`src/sv/bbs_pkg.sv`:
```
// Package for the two-region byte store: sizes, operation and status codes,
// request/result records and controller states. No dependencies.
`timescale 1ns / 1ps

package bbs_pkg;

    localparam int STORE_DEPTH = 1024;
    localparam int STORE_AW    = $clog2(STORE_DEPTH);
    localparam int MAX_REQUEST = 64;
    localparam int CNT_W       = $clog2(MAX_REQUEST + 1);
    localparam int LEN_W       = 11;

    localparam logic [LEN_W-1:0] CAP_RESET = LEN_W'(1024);

    typedef logic [2:0] t_op;
    localparam t_op OP_WRITE   = 3'd0;
    localparam t_op OP_PEEK    = 3'd1;
    localparam t_op OP_READ    = 3'd2;
    localparam t_op OP_DISCARD = 3'd3;
    localparam t_op OP_RESET   = 3'd4;

    typedef logic [1:0] t_status;
    localparam t_status STAT_OK       = 2'd0;
    localparam t_status STAT_NO_SPACE = 2'd1;
    localparam t_status STAT_NO_DATA  = 2'd2;
    localparam t_status STAT_INVALID  = 2'd3;

    typedef enum logic {
        S_IDLE,
        S_PEEK
    } t_state;

    typedef struct packed {
        t_op              op;
        logic [LEN_W-1:0] length;
        logic [LEN_W-1:0] offset;
        logic [7:0]       wbyte;
    } t_req;

    typedef struct packed {
        t_status             status;
        logic                has_byte;
        logic [7:0]          read_byte;
        logic                last;
        logic [LEN_W-1:0]    readable;
        logic [LEN_W-1:0]    free_space;
        logic [STORE_AW-1:0] contig_start;
        logic [LEN_W-1:0]    contig_length;
    } t_result;

endpackage

```
`src/sv/bbs_out_fifo.sv`:
```
// Two-entry result queue between the controller and the output stream.
// Depends on bbs_pkg.
`timescale 1ns / 1ps

module bbs_out_fifo (
    input  logic             i_clk,
    input  logic             i_rst_n,
    input  logic             i_push,
    input  bbs_pkg::t_result i_push_data,
    output logic             o_full,
    output logic             o_valid,
    input  logic             i_ready,
    output bbs_pkg::t_result o_data
);
    import bbs_pkg::*;

    t_result    r_mem [2];
    logic       r_wr_ptr;
    logic       r_rd_ptr;
    logic [1:0] r_count;
    logic       pop;

    assign o_full  = (r_count == 2'd2);
    assign o_valid = (r_count != 2'd0);
    assign o_data  = r_mem[r_rd_ptr];
    assign pop     = o_valid && i_ready;

    always_ff @(posedge i_clk) begin
        if (i_push) begin
            r_mem[r_wr_ptr] <= i_push_data;
        end
    end

    always_ff @(posedge i_clk) begin
        if (!i_rst_n) begin
            r_wr_ptr <= 1'b0;
            r_rd_ptr <= 1'b0;
            r_count  <= 2'd0;
        end else begin
            if (i_push) begin
                r_wr_ptr <= ~r_wr_ptr;
            end
            if (pop) begin
                r_rd_ptr <= ~r_rd_ptr;
            end
            unique case ({i_push, pop})
                2'b10:   r_count <= r_count + 2'd1;
                2'b01:   r_count <= r_count - 2'd1;
                default: r_count <= r_count;
            endcase
        end
    end

endmodule

```
`config.mk`:
```
export PLATFORM = sky130hd
export DESIGN_NAME = bbs_out_fifo
export DESIGN_NICKNAME = d
export VERILOG_FILES = /design/src/sv/bbs_pkg.sv /design/src/sv/bbs_out_fifo.sv
export SDC_FILE = /design/constraint.sdc
export NUM_CORES = 1
export LEC_CHECK = 0
export ABC_AREA = 1
export BUFFER_PORTS_ARGS = -buffer_cell sky130_fd_sc_hd__buf_4
export CAP_MARGIN = 25
export CORE_ASPECT_RATIO = 0.6
export CORE_MARGIN = 8
export CORE_UTILIZATION = 38
export CTS_BUF_LIST = sky130_fd_sc_hd__clkbuf_4
export CTS_CLUSTER_SIZE = 40
export DETAILED_ROUTE_END_ITERATION = 7
export SETUP_SLACK_MARGIN = 0.05
export SKIP_LAST_GASP = 1
export SYNTH_ARGS = -nofsm -noshare
export SYNTH_HDL_FRONTEND = slang
export SYNTH_SLANG_ARGS = --single-unit
```
`constraint.sdc`:
```
create_clock -name i_clk -period 4.21 [get_ports i_clk]
set_clock_uncertainty 0.05 [all_clocks]
set_input_delay 0.2105 -clock i_clk [delete_from_list [all_inputs] [get_ports i_clk]]
set_output_delay 0.2105 -clock i_clk [all_outputs]
set_load 0.05 [all_outputs]
```
== Word level (Yosys, flattened, before mapping) ==
Memory sizes are Yosys's and may differ from the RTL's. A register that Yosys moved wholly into a read port is not among the register bits.
Cells that the tools add are included.

* Equal/unequal tests: 3
* $add $sub $neg: 2
* Bitwise operators: 2
* Mux-type cells: 5
* Reduce and logical (&&, ||, !) cells: 3

{| class="wikitable"
|+ Operators with widths
! cell !! count
|-
| 2-bit == test (second input constant) || 2
|-
| 1-bit 2-to-1 mux || 4
|-
| 2-bit case mux with 2 select lines || 1
|-
| 2-bit nonzero test || 2
|-
| 2-bit by 1-bit adder with 2-bit output (second input constant) || 1
|-
| 2-bit by 1-bit == test with 1-bit output (second input constant) || 1
|-
| 1-bit inverter || 2
|-
| 2-bit by 1-bit subtractor with 2-bit output (second input constant) || 1
|-
| 1-bit logical AND || 1
|}

* Memories kept: 1
* Flip-flop bits (word level): 4
* Output and inout port bits: 57
* Word-level logic and storage cells: 19
* RAM bits: 110
* Input bits: 59

{| class="wikitable"
|+ Memory list
! name !! depth !! width !! read ports !! clocked after Yosys merged registers in !! write ports !! line !! text
|-
| r_mem || 2 || 55 || 1 || 1 || 1 || bbs_out_fifo.sv:17 || <nowiki>t_result r_mem [2];</nowiki>
|}

== Longest topological paths before layout ==
* Depth after elaboration: 4
* Depth in mapped cells: 7
* Gate-level depth less buffers: 7

== Worst setup path before layout ==
OpenSTA, ideal clock, no wires.

* Path type: flip-flop to flip-flop
* Start: register r_wr_ptr
* End: memory r_mem[0][0] in the netlist's numbering, enable pin
* Stages on the path, launching flop included: 2
* Data required time: 3.691 ns
* Data arrival time: 2.624 ns
* Setup time: 0.469 ns
* Period minus slack after synthesis: 3.143 ns
* Path buffers: 0
* Slack: 1.067 ns
* Path through: dfxtp_1 > nor2_1

{| class="wikitable"
|+ RTL lines
! item !! line !! text
|-
| start, declared || bbs_out_fifo.sv:18 || <nowiki>logic r_wr_ptr;</nowiki>
|-
| start signal, assigned || bbs_out_fifo.sv:41 || <nowiki>r_wr_ptr <= ~r_wr_ptr;</nowiki>
|-
| end, declared || bbs_out_fifo.sv:17 ||
|}

Straight into the memory's write port.

==> results.md <==
* Hold slack at 0.380 ns
* Power per cell area at 466 nW/um^2
* Critical Path Start Type: flip-flop
* Crit path DAT at 2.06 ns
* Async SR Flop Fraction at 0%
* Root Buffer Master: clkbuf_4
* Syn. warnings at 0
* Tmin final at 2.32 ns
* Synth Net Count at 267
* Initial DRC Count at 128
* Maximum buffer depth of the clock tree at 2
* Mapped Area at 4460 sq um
* GPL Wtd Cong at 0.718
* Vias/cell at 4.28
* Number of synthesized register bits at 115
* Core Area at 11400 sq um
* Die height at 99.9 um
* CP required at 3.95 ns
* HP Class: in -> reg
* H-tree Lvls at 4
* Headroom to the max-slew limit at 56.8%
* Final Net Count at 457
* Worst path bufs/invs at 2
* Starting Density at 39.2%
* Die area at 15600 sq um
* GRT Util Overall at 12.5%
* Critical path class: reg -> out
* Critical path's slowest cell: dfxtp_4
* Final slew viol count at 0
* Routed WL at 9.41 mm
* Drt drc at 0
* Biggest cell delay along the critical path at 0.71 ns
* Synth top cells by count: edfxtp_1, mux2_4, nor2_1, nand2_1, inv_1
* TritonRoute pass-1 iters at 4
* Sequential element share of the synthesized area at 76.4%
* Total CTS buffers at 17
* Placed instance area at 5460 sq um
* Post-synth top area cell: edfxtp_1
* Clock latency at the later pin of the worst-skew pair at 0.48 ns
* Crit. End Element: output pin
* Post-DP HPWL at 6.13 mm
* Most numerous cell in the Yosys netlist: edfxtp_1
* Routed Antenna Nets at 0
* Initial antenna violation count at 0
* Top post-synthesis cells by area: edfxtp_1, mux2_4, buf_12, dfxtp_1, mux2_2
* Leakage power total at 2.53 nW
* Global-route wire length before repair at 14.5 mm
* Total negative slack at 0 ns
* Vias in the first global route at 2704
* CTS Sinks at 115
* Synth top area share at 74.1%
* Wire per inst at 16.5 um
* Ratio of cells with drive above 1 in the final layout at 50.7%
* FILL cells at 911
* Max Cap Viol at 0
* Port bufs at 115
* Final period utilization at 55.0%
* CP Cell Sequence: buf_12, mux2_2, buf_4
* Final setup vio count at 0
* Worst-path clk slew at 0.11 ns
* Number of flops mapped to enable cells by yosys at 110
* Finished Cell Area at 6400 sq um
* CP delay by family, top: flip-flops
* Max Clk Rate at 432 MHz
* Final Hold Violating Endpoints at 0
* Row count at 30
* Outcome: completed
* Max IR drop VDD at 246 uV
* Syn Area/Cell at 21.5 sq um
* Gr ovfl total at 0
* Cells after synthesis at 207
* Number of vias in the routed layout at 2437
* Measured slew at the worst slew-check pin at 0.647 ns
* Synth cell types at 15
* Prevailing post-synth register cell: edfxtp_1
* CTS tree: built
* Area Growth Syn to Fin at 43.5%
* Largest net degree at the start of global routing at 56
* Antenna diodes at 0
* RSZ-0062 raised after global routing: false
* Crit Path Max Fanout at 28
* Die W at 156 um
* I/O pin cnt at 116
[per-stage QoR]
step                      std cells  utilization [%]  power, mW  setup WS [ns]
final                           570             56.2       2.98           1.89
after global routing            570             56.2       3.10           1.74
after CTS                       569             56.1       3.01           1.69
after detailed placement        479             48.0       2.03           2.26
after global placement          478             47.8       2.02           2.13
after floorplan                 207                -       1.85           1.07
[report_power, final]
group	internal [mW]	switching [mW]	total, mW
logic	0.281	0.397	0.678
registers	1.32	0.0384	1.36
clock network	0.526	0.415	0.941
total	2.13	0.850	2.98
[cell type report]
| type | instances | area [sq um] | share of cell area, % |
|---|---|---|---|
| clock buffers | 17 | 128 | 2.00 |
| clock inverters | 15 | 213 | 3.33 |
| inverters | 6 | 22.5 | 0.352 |
| multi-input cells | 80 | 927 | 14.5 |
| flip-flops and latches | 115 | 3410 | 53.3 |
| well taps | 160 | 200 | 3.13 |
| repair buffers | 177 | 1500 | 23.4 |
[logic make-up (layout without fill, tap and decap cells)]
| logic type | after synthesis | in the layout | share of synthesized area, % |
|---|---|---|---|
| mux | 55 | 55 | 18.1 |
| simple gates | 21 | 21 | 1.85 |
| fa+ha+maj | 1 | 1 | 0.281 |
| flops | 115 | 115 | 76.4 |
| buf+inv | 12 | 215 | 3.00 |
| compound gates | 3 | 3 | 0.393 |
[worst reg2reg max path, delay by kind of cell (launching register included)]
family	cells	cell delay, ns
AND/OR/NAND/NOR	1	0.11
buffers and inverters	2	0.97
flip-flops	1	0.41
[cell usage in the layout (no fill, tap or decap), types with 2 or more instances in the layout]
| cell type | netlist | routed |
|---|---|---|
| bufinv_16 | 0 | 5 |
| clkinvlp_4 | 0 | 4 |
| mux2_4 | 50 | 50 |
| buf_4 | 0 | 117 |
| dlygate4sd3_1 | 0 | 58 |
| nand2_1 | 8 | 8 |
| edfxtp_1 | 110 | 110 |
| clkinv_2 | 0 | 4 |
| dfxtp_1 | 5 | 4 |
| mux2_2 | 5 | 5 |
| buf_12 | 5 | 2 |
| nor2_1 | 11 | 10 |
| inv_1 | 6 | 5 |
| clkbuf_4 | 0 | 17 |
[routing by layer]
metal | wire (um) | global-route usage (%) | vias to the layer above
met5 | 0 | 0 | -
met4 | 139 | 5.79 | 0
met3 | 814 | 5.49 | 15
met2 | 4040 | 18.0 | 94
met1 | 4420 | 15.8 | 1146
li1 | - | - | 1182
[worst paths after layout]
path / start / endpoint / slack, ns / depth (start not counted)
max: flip-flop / o_data[52] / 1.89 / 3
min: i_push_data[48] / r_mem[0][48]$_DFFE_PP_ / 0.38 / 2
max reg2reg: r_wr_ptr$_SDFFE_PN0P_ / r_mem[1][9]$_DFFE_PP_ / 2.33 / 3
min reg2reg: r_rd_ptr$_SDFFE_PN0P_ / r_rd_ptr$_SDFFE_PN0P_ / 0.46 / 2
[registers in the layout, summed over array words and instances (netlist names), named ones only]
name      cells
r_count       2
r_wr_ptr      1
r_mem       110
r_rd_ptr      1
[what timing repair did]
action | 4_1_cts | 5_1_grt
endpoints found under the hold margin | 115 | 0
resized for setup | 0 | 0
hold buffers | 58 | 0
setup buffers | 0 | 0
Power figures use the tool's default switching activity.
